--- config.mk ---
export PLATFORM = sky130hd
export DESIGN_NAME = sor_ram
export DESIGN_NICKNAME = d
export VERILOG_FILES = /design/src/design/sor_ram.sv
export SDC_FILE = /design/constraint.sdc
export NUM_CORES = 1
export LEC_CHECK = 0
export ABC_AREA = 1
export BUFFER_PORTS_ARGS = -buffer_cell sky130_fd_sc_hd__buf_2
export CORE_ASPECT_RATIO = 1.2
export CORE_MARGIN = 3
export CORE_UTILIZATION = 55
export DETAILED_ROUTE_END_ITERATION = 16
export PLACE_DENSITY = 0.71
export SLEW_MARGIN = 15
export SYNTH_ARGS = -nofsm -noshare
export SYNTH_HDL_FRONTEND = slang
export SYNTH_SLANG_ARGS = --single-unit
--- constraint.sdc ---
create_clock -name clk -period 3 [get_ports clk]
set_input_delay 0.6 -clock clk [delete_from_list [all_inputs] [get_ports clk]]
set_output_delay 0.6 -clock clk [all_outputs]
set_load 0.1 [all_outputs]
--- src/design/sor_ram.sv ---
// ----------------------------------------------------------------------------
// sor_ram: generic single-port-write, single-port-read RAM
// One write and one registered read per cycle; read data holds when idle.
// ----------------------------------------------------------------------------
module sor_ram #(
  parameter int WIDTH = 32,
  parameter int DEPTH = 16,
  localparam int AW = (DEPTH > 1) ? $clog2(DEPTH) : 1
) (
  input  logic             clk,
  input  logic             we,
  input  logic [AW-1:0]    waddr,
  input  logic [WIDTH-1:0] wdata,
  input  logic             re,
  input  logic [AW-1:0]    raddr,
  output logic [WIDTH-1:0] rdata
);

  logic [WIDTH-1:0] mem [DEPTH];

  always_ff @(posedge clk) begin
    if (we) begin
      mem[waddr] <= wdata;
    end
    if (re) begin
      rdata <= mem[raddr];
    end
  end

endmodule

==> results by group, run 1 <==
Logic synthesis
  • Yosys cell types: 14
  • Top cell type's share of synthesized area: 70.9%
  • Seq/Total Area, Yosys: between 70% and 80%
  • Syn_nets: ~2,200
  • Largest area contributor in the netlist: edfxtp_1
  • Number of flops mapped to enable cells by yosys: ~540
  • Synth top cells by count: nand2_1 (677), edfxtp_1 (544), inv_1 (388)
  • Async SR Flop Fraction: 0%
  • Synthesized cell area: 0.0231 mm2
  • Top_reg_cell synth: edfxtp_1
  • Post-Synthesis Mean Instance Area: about 11 um2
  • Top post-synthesis cells by area: edfxtp_1 (71%), nand2_1 (11%), nand3_1 (8.4%)
  • Cells after synthesis: 2,120
  • Ys Warns: 0
  • Most common cell in the netlist: nand2_1
  • Post-synthesis register bit count: about 540

Drt
  • Starting DRC count in detailed routing: 1,349
  • Routed wire per std cell: 18.6 um
  • Vias post-DR: 14,775
  • DRT Wirelength: approximately 51,000 um
  • Routed vias/inst: ~5.3
  • First-pass DRT Iterations: 6
  • Residual DRC count: 0
  • Post-DRT Antenna Nets: 0

Setup path
  • Startpoint class of the critical path: flop
  • Req. time, crit path: 2.40 ns
  • CP endpoint kind: primary output
  • R2r endpoint: rdata[5]
  • Critical Path AT: approximately 1.4 ns
  • R2r setup slk: approximately 1.8 ns
  • CP delay by family, top: buffers and inverters
  • CP endpoint: rdata[8]
  • Max incr delay on CP: ~0.45 ns
  • CP max FO: 1
  • Crit path depth: 1
  • Sum of buffers and inverters on the critical path: 1
  • Max stage delay cell, worst path: buf_2
  • R2R depth: 6
  • Worst path cell trace: buf_2
  • WS Path Type: flop to primary output
  • Worst Setup SP: rdata[8]
  • Reg2reg start: mem[9][5]

GRT
  • Grt ovf: 0
  • GRT Total Usage: between 20% and 30%
  • Largest net degree at the start of global routing: 120
  • First-pass GRT wire length: 79,600 um
  • Vias in the first global route: between 10,000 and 15,000
  • Number of antenna violations at the first check in global routing: 0

Pwr
  • Internal Pwr Total: around 12 mW
  • Static Leak: 10.8 nW
  • Gate power share: about 7.6%
  • Clock power share: between 30% and 40%
  • Sw Ratio: 22.7%
  • Share of power burned in registers: 53.6%
  • Switching power: roughly 3.7 mW
  • Pwr dens: between 600 and 700 mW/mm2
  • Peak supply drop: between 500 and 600 uV

Clock network
  • Clock sinks: around 540
  • Post-CTS Hold Fix Bufs: 0
  • Reg clk slew, reported paths: 0.06 ns
  • Clk_lat worst skew: roughly 0.57 ns
  • CTS tree: built
  • CTS Buf Count: a little over 50
  • CTS Root Cell: clkbuf_16
  • Post-CTS Resized: 0
  • Clock tree buffer depth: 3
  • # Post-CTS Setup Buffers: 0
  • CTS H-tree depth: 2

Floorplanning
  • Die extent in x: around 190 um
  • Die area: 0.0444 mm2
  • Core ar.: 0.0410 mm2
  • Boundary pin count: 75
  • # rows: 81
  • Starting density of the core: 56.2%
  • Die height: ~230 um

Job
  • Max cap viols: 0

STA
  • Final Cycle Share: between 60% and 70%
  • Max Slew Vio Count: 0
  • Hold Vio Cnt, Final: 0
  • Rel. slew slack: between 30% and 40%
  • Setup TNS: 0 ns
  • Setup Viol. Count Final: 0
  • Measured slew at the worst slew-check pin: roughly 0.96 ns
  • RSZ-0062 raised after global routing: no
  • Worst Clk Skew: roughly 0.011 ns
  • Minimum clock period: 2.02 ns
  • Top achievable clock speed: between 0.4 and 0.5 GHz

Final layout
  • # fillers: ~3,100
  • Final cell count without fillers: between 2,000 and 3,000
  • Area Overhead vs Synth: 11.3%
  • Final Core Density: about 63%
  • Multi-input logic area: around 0.0047 mm2
  • ANT cells: 0
  • Register area: roughly 0.016 mm2
  • Layout Nets: ~2,200
  • Fraction of layout cells with a size suffix above 1: a little under a tenth

Placed design
  • Port bufs: 74
  • Post-DP HPWL: 27,900 um
  • Inst Count DP: around 2,700
  • Global placer's final weighted congestion: about 0.76

Run status
  • Outcome: finished, final reports clean

Hold path
  • HP Class: input port to flop
  • Hold depth: 1
==> state kept, by name, indices dropped and copies added, names as in the netlist <==
signal / cells
rdata: 32
mem: 512
==> how the worst min path moves through the flow <==
stage | start | end | slack, ns
global route | wdata[3] | mem[7][3] | 0.40
finish | wdata[19] | mem[15][19] | 0.40
global placement | mem[10][31] | rdata[31] | 0.70
detailed placement | mem[10][24] | rdata[24] | 0.73
CTS | wdata[20] | mem[6][20] | 0.38
floorplan | mem[10][0] | rdata[0] | 0.68
==> layout make-up <==
cell class | instances | area share (%)
clock inverter | 29 | 0.956
clock buffer | 63 | 5.32
timing repair buffer | 116 | 3.50
tap | 539 | 2.63
inverter | 390 | 5.74
sequential | 544 | 63.7
multi-input combinational | 1081 | 18.2
==> per-layer routing <==
metal  vias to the layer above  wire, um  GRT usage, %  part of all wire, %
met4                         0      1300          7.70                  2.5
met3                        99      3850          3.45                  7.5
li1                       6996         -             -                    -
met1                      7143     20800          31.6                   41
met5                         -         0             0                    0
met2                       537     25300          39.1                   49
==> cells by family (layout without fill, tap and decap cells) <==
| kind of cell | count (synthesis) | count (layout) | share of synthesized area (%) |
|---|---|---|---|
| simple gates | 1081 | 1081 | 19.7 |
| buf+inv | 495 | 598 | 9.41 |
| flops | 544 | 544 | 70.9 |
==> through the flow <==
step / cell area (um2) / worst slack [ns] / total power [mW] / hold slack (ns)
2_1_floorplan: 23100 / 0.407 / 9.61 / 0.683
3_3_place_gp: 24000 / 0.609 / 9.96 / 0.704
3_5_place_dp: 24000 / 0.550 / 9.99 / 0.729
4_1_cts: 25700 / 0.951 / 16.1 / 0.382
5_1_grt: 25700 / 0.956 / 16.6 / 0.402
6_report: 25700 / 0.980 / 16.0 / 0.403
==> power by group through the flow <==
stage | Sequential (mW) | Combinational (mW) | Clock, mW
final | 8.61 | 1.22 | 6.22
after detailed placement | 8.77 | 1.22 | 0
after floorplan | 9.03 | 0.580 | 0
after global routing | 8.62 | 1.33 | 6.60
after CTS | 8.61 | 1.23 | 6.29
after global placement | 8.77 | 1.20 | 0
==> cell usage in the layout, fill, tap and decap left out, drive strengths merged <==
cell type,count
clkinv,22
edfxtp,544
nand3,385
nor2,17
nand3b,2
clkbuf,64
bufinv,4
inv,389
nand2,677
buf,115
clkinvlp,4
No activity file was read; power rests on OpenSTA's default activity.
==> run 2: changes to the inputs <==
--- a/config.mk
+++ b/config.mk
@@ -5,7 +5,7 @@
 export SDC_FILE = /design/constraint.sdc
 export NUM_CORES = 1
 export LEC_CHECK = 0
-export ABC_AREA = 1
+export ABC_AREA = 0
 export BUFFER_PORTS_ARGS = -buffer_cell sky130_fd_sc_hd__buf_2
 export CORE_ASPECT_RATIO = 1.2
 export CORE_MARGIN = 3
==> constraint.sdc (replaced) <==
create_clock -name clk -period 2.05 [get_ports clk]
set_input_delay 0.41 -clock clk [delete_from_list [all_inputs] [get_ports clk]]
set_output_delay 0.41 -clock clk [all_outputs]
set_load 0.1 [all_outputs]
==> results by group, run 2 <==
Run status
  • Outcome: finished, final reports clean

Clock network
  • Clock tree buffer depth: 3
  • Post-CTS Resized: 0
  • CTS H-tree depth: 2
  • CTS tree: built
  • CTS Buf Count: between 40 and 50
  • Clock sinks: roughly 540
  • Post-CTS Hold Fix Bufs: 0
  • Clk_lat worst skew: 0.56 ns
  • Reg clk slew, reported paths: around 0.06 ns
  • CTS Root Cell: clkbuf_16
  • # Post-CTS Setup Buffers: 0

Hold path
  • Hold depth: 1
  • Hold endpoint: mem[12][15]
  • HP Class: input port to flop
  • Hold Startpoint: wdata[15]

Final layout
  • Most frequent cells in the layout: edfxtp_1 (544), mux4_2 (128), buf_2 (72), a22oi_1 (64), clkbuf_16 (50)
  • Most common cell after layout, fill and taps aside: edfxtp_1
  • # fillers: between 2,000 and 2,500
  • Biggest regs: mem: 512 flops, rdata: 32 flops
  • Fraction of layout cells with a size suffix above 1: about 33%
  • Final Cell Area: roughly 0.023 mm2
  • Largest register by flop count: mem
  • Area Overhead vs Synth: 15.7%
  • Max reg flops: between 500 and 600
  • Layout Nets: between 1,000 and 1,500

STA
  • Worst Clk Skew: around 0.015 ns
  • Setup Viol. Count Final: 0
  • Setup TNS: 0 ns
  • Final Cycle Share: slightly below 90%
  • Rel. slew slack: a little over a third
  • RSZ-0062 raised after global routing: no
  • Minimum clock period: between 1.5 and 2 ns
  • Top achievable clock speed: ~0.55 GHz
  • Max Slew Vio Count: 0
  • Measured slew at the worst slew-check pin: 0.950 ns
  • Hold Vio Cnt, Final: 0

Logic synthesis
  • Post-synthesis mux area share: around 14%
  • Synth top cells by count: edfxtp_1 (544), mux4_2 (128), a22oi_1 (64)
  • Combinational family with the most area after synthesis: multiplexers
  • Cells after synthesis: around 840
  • Number of flops mapped to enable cells by yosys: approximately 540
  • Compound-Gate Fraction of Synth Area: under 10%
  • Seq/Total Area, Yosys: between 80 and 90%
  • Post-synthesis register bit count: roughly 540
  • Ys Warns: 0
  • Most common cell in the netlist: edfxtp_1
  • Synthesized cell area: ~0.020 mm2
  • Simple-gate share of the synthesized area: 1.25%
  • Synth Area in XOR/XNOR: 0%
  • Top post-synthesis cells by area: edfxtp_1 (81%), mux4_2 (14%), a22oi_1 (2.4%)
  • Syn_nets: between 800 and 900
  • Top cell type's share of synthesized area: between 80% and 90%
  • Top_reg_cell synth: edfxtp_1
  • Yosys cell types: 17
  • Async SR Flop Fraction: 0%
  • Post-Synthesis Mean Instance Area: ~24 um2
  • Largest area contributor in the netlist: edfxtp_1
  • Post-Synth Adder-Cell Area: 0%

Setup path
  • Req. time, crit path: around 1.6 ns
  • CP delay by family, top: buffers and inverters
  • Worst Setup SP: rdata[16]
  • Worst path cell trace: buf_2
  • R2r endpoint: rdata[30]
  • Max incr delay on CP: 0.45 ns
  • Max stage delay cell, worst path: buf_2
  • Reg2reg start: mem[0][30]
  • WS Path Type: flop to primary output
  • Startpoint class of the critical path: flop
  • R2r setup slk: roughly 0.53 ns
  • Sum of buffers and inverters on the critical path: 1
  • Critical Path AT: between 1 and 1.5 ns
  • R2R depth: 3
  • CP endpoint kind: primary output
  • CP max FO: 1

Placed design
  • Post-DP HPWL: 20,600 um
  • Global placer's final weighted congestion: between 0.7 and 0.8
  • DP Area: approximately 0.022 mm2
  • Port bufs: between 70 and 80

Floorplanning
  • # rows: between 70 and 80
  • Die height: around 220 um
  • Starting density of the core: between 50% and 60%
  • Die area: ~0.04 mm2
  • Core ar.: 0.0360 mm2
  • Die extent in x: 181 um
  • Boundary pin count: 75

Pwr
  • Static Leak: 7.47 nW
  • Peak supply drop: approximately 570 uV
  • Pwr dens: 983 mW/mm2

Drt
  • First-pass DRT Iterations: 5
  • Routed vias/inst: between 6 and 7
  • Vias post-DR: 9,089
  • Residual DRC count: 0
  • Post-DRT Antenna Nets: 0
  • Routed wire per std cell: around 28 um
  • Starting DRC count in detailed routing: 1,081
  • DRT Wirelength: 40,900 um

GRT
  • Grt ovf: 0
  • Largest net degree at the start of global routing: 43
  • GRT Total Usage: between 20% and 30%
  • Number of antenna violations at the first check in global routing: 2
  • Vias in the first global route: about 9,600
  • First-pass GRT wire length: just over 60,000 um

Job
  • Max cap viols: 0
run 2: metal layers:
metal | up-vias | part of all wire, % | GRT usage (%)
met5 | - | 0 | 0
li1 | 3855 | - | -
met2 | 371 | 51 | 34.7
met1 | 4804 | 39 | 30.3
met3 | 59 | 7.8 | 4.16
met4 | 0 | 2.3 | 6.40
run 2: report_power, final:
part           internal (mW)  switching [mW]  leakage, nW
combinational          0.489            1.02         1.76
sequential              12.5          0.0745         4.94
clock                   5.09            3.76        0.761
run 2: cell families after synthesis:
| family | after synthesis |
|---|---|
| AO/OA/AOI/OAI | 64 |
| buffers and inverters | 43 |
| flip-flops | 544 |
| multiplexers | 128 |
| AND/OR/NAND/NOR | 59 |
run 2: worst max path at each step:
stage                     depth (start not counted)  slack, ns          to
final                                             1       0.22   rdata[16]
after detailed placement                          5      -0.01   rdata[26]
after global placement                            5      0.003   rdata[11]
after global routing                              1       0.17   rdata[20]
after floorplan                                   2      -0.39  mem[10][0]
after CTS                                         1       0.21   rdata[13]
run 2: final cells by class:
type	count	area, um2	share of cell area, %
Timing Repair Buffer	116	1080	4.65
Multi-Input combinational cell	251	3780	16.2
Tap cell	468	586	2.51
Antenna cell	2	5.00	0.0214
Clock buffer	60	1290	5.52
Clock inverter	28	269	1.15
Sequential cell	544	16300	70.0
run 2: per-stage QoR:
step,worst slack (ns),hold WS [ns],power [mW],utilization [%],cells
global route,0.174,0.209,23.7,64.8,1468
finish,0.224,0.215,23.0,64.8,1469
floorplan,-0.388,0.509,13.8,-,838
detailed placement,-0.0117,0.727,14.4,60.4,1379
global placement,0.00330,0.726,14.3,60.4,1379
CTS,0.208,0.186,23.1,64.8,1467
==> run 3: changes to the inputs <==
--- a/config.mk
+++ b/config.mk
@@ -9,9 +9,10 @@
 export BUFFER_PORTS_ARGS = -buffer_cell sky130_fd_sc_hd__buf_2
 export CORE_ASPECT_RATIO = 1.2
 export CORE_MARGIN = 3
-export CORE_UTILIZATION = 55
+export CORE_UTILIZATION = 45
 export DETAILED_ROUTE_END_ITERATION = 16
-export PLACE_DENSITY = 0.71
+export PLACE_DENSITY = 0.6
+export SKIP_LAST_GASP = 1
 export SLEW_MARGIN = 15
 export SYNTH_ARGS = -nofsm -noshare
 export SYNTH_HDL_FRONTEND = slang
==> results by group, run 3 (synthesized netlist as in run 2, its figures left out) <==
Clock network
  • Post-CTS Resized: 0
  • Post-CTS Hold Fix Bufs: 0
  • Clk_lat worst skew: 0.56 ns
  • CTS Root Cell: clkbuf_16
  • Clock sinks: between 500 and 600
  • Reg clk slew, reported paths: 0.06 ns
  • CTS Buf Count: 50
  • # Post-CTS Setup Buffers: 0
  • CTS H-tree depth: 2
  • Clock tree buffer depth: 3
  • CTS tree: built

Hold path
  • Hold depth: 1
  • HP Class: input port to flop
  • Hold endpoint: mem[11][15]
  • Hold Startpoint: wdata[15]

GRT
  • Largest net degree at the start of global routing: 43
  • GRT Total Usage: around a fifth
  • Vias in the first global route: 9,613
  • Number of antenna violations at the first check in global routing: 4
  • Grt ovf: 0
  • First-pass GRT wire length: roughly 65,000 um

Drt
  • Vias post-DR: 9,193
  • DRT Wirelength: between 40,000 and 50,000 um
  • Residual DRC count: 0
  • Routed wire per std cell: approximately 28 um
  • Post-DRT Antenna Nets: 0
  • Starting DRC count in detailed routing: just over 800
  • First-pass DRT Iterations: 5
  • Routed vias/inst: slightly below 6

Pwr
  • Static Leak: roughly 7.6 nW
  • Internal Pwr Total: around 18 mW
  • Pwr dens: ~980 mW/mm2
  • PnR Total Power: approximately 23 mW
  • Switching power: between 4 and 5 mW
  • Clock power share: about 39%
  • Sw Ratio: a little over a fifth
  • Gate power share: 6.7%
  • Share of power burned in registers: 54.0%
  • Peak supply drop: a little under 600 uV

Placed design
  • Port bufs: 74
  • Dpl ws: -0.0274 ns
  • Global placer's final weighted congestion: 0.708
  • Post-DP HPWL: 24,300 um

Setup path
  • WS Path Type: flop to primary output
  • Worst path cell trace: buf_2
  • Max incr delay on CP: 0.47 ns
  • Critical Path AT: 1.43 ns
  • Reg2reg start: mem[11][11]
  • Max stage delay cell, worst path: buf_2
  • CP delay by family, top: buffers and inverters
  • Startpoint class of the critical path: flop
  • CP max FO: 1
  • CP endpoint kind: primary output
  • R2r endpoint: rdata[11]
  • Worst Setup SP: rdata[18]
  • R2r setup slk: roughly 0.60 ns
  • Sum of buffers and inverters on the critical path: 1
  • Req. time, crit path: 1.64 ns
  • R2R depth: 3

Floorplanning
  • Die extent in x: 199 um
  • Boundary pin count: 75
  • Die height: ~240 um
  • Die area: between 0.04 and 0.05 mm2
  • Starting density of the core: roughly 46%
  • # rows: 84
  • Core ar.: around 0.044 mm2

STA
  • Measured slew at the worst slew-check pin: 0.987 ns
  • Worst Clk Skew: about 0.016 ns
  • Top achievable clock speed: between 0.5 and 0.6 GHz
  • RSZ-0062 raised after global routing: no
  • Final Cycle Share: 89.9%
  • Hold Vio Cnt, Final: 0
  • Worst Hold Margin: about 0.22 ns
  • Minimum clock period: approximately 1.8 ns
  • Rel. slew slack: 34.1%
  • Setup Viol. Count Final: 0
  • Setup TNS: 0 ns
  • Max Slew Vio Count: 0
  • Setup slack after layout: 0.206 ns

Final layout
  • Largest register by flop count: mem
  • Most common cell after layout, fill and taps aside: edfxtp_1
  • Most frequent cells in the layout: edfxtp_1 (544), mux4_2 (128), buf_2 (72), a22oi_1 (64), clkbuf_16 (51)
  • Biggest regs: mem: 512 flops, rdata: 32 flops
  • # fillers: roughly 3,300
  • Final Core Density: 54.0%
  • Area Overhead vs Synth: 17.8%
  • Max reg flops: 512
  • Fraction of layout cells with a size suffix above 1: a little over a third
  • Layout Nets: 1,027

Run status
  • Outcome: finished, final reports clean

Job
  • Max cap viols: 0
-- run 3: area by class of cell --
class                   count  area, um2  share of cell area [%]
diodes                      3       7.51                  0.0316
clock buffers              62       1320                    5.54
clock inverters            31        298                    1.25
multi-input cells         251       3780                    15.9
flip-flops and latches    544      16300                    68.7
well taps                 559        699                    2.94
repair buffers            137       1330                    5.60
-- run 3: worst max path at each step --
stage	cells past startpoint	to
5_1_grt	1	rdata[18]
3_5_place_dp	6	rdata[22]
2_1_floorplan	2	mem[10][0]
3_3_place_gp	6	rdata[22]
6_report	1	rdata[18]
4_1_cts	1	rdata[18]
-- run 3: per-layer routing --
layer / share of wire (%) / vias up / track usage [%]
met5: 0.050 / - / 0
met4: 1.6 / 4 / 4.13
met3: 6.1 / 58 / 3.45
met2: 49 / 279 / 30.0
met1: 44 / 4951 / 27.7
li1: - / 3901 / -
-- run 3: through the flow --
stage	area [um2]	instances
3_3_place_gp	22100	1491
3_5_place_dp	22100	1491
2_1_floorplan	20200	838
4_1_cts	23800	1584
6_report	23800	1587
5_1_grt	23800	1584
-- run 3: power groups by stage --
| stage | sequential, mW | clock, mW | combinational (mW) |
|---|---|---|---|
| 2_1_floorplan | 13.2 | 0 | 0.602 |
| 3_3_place_gp | 12.8 | 0 | 1.57 |
| 3_5_place_dp | 12.8 | 0 | 1.59 |
| 4_1_cts | 12.6 | 9.36 | 1.59 |
| 5_1_grt | 12.6 | 9.81 | 1.66 |
| 6_report | 12.6 | 9.16 | 1.57 |
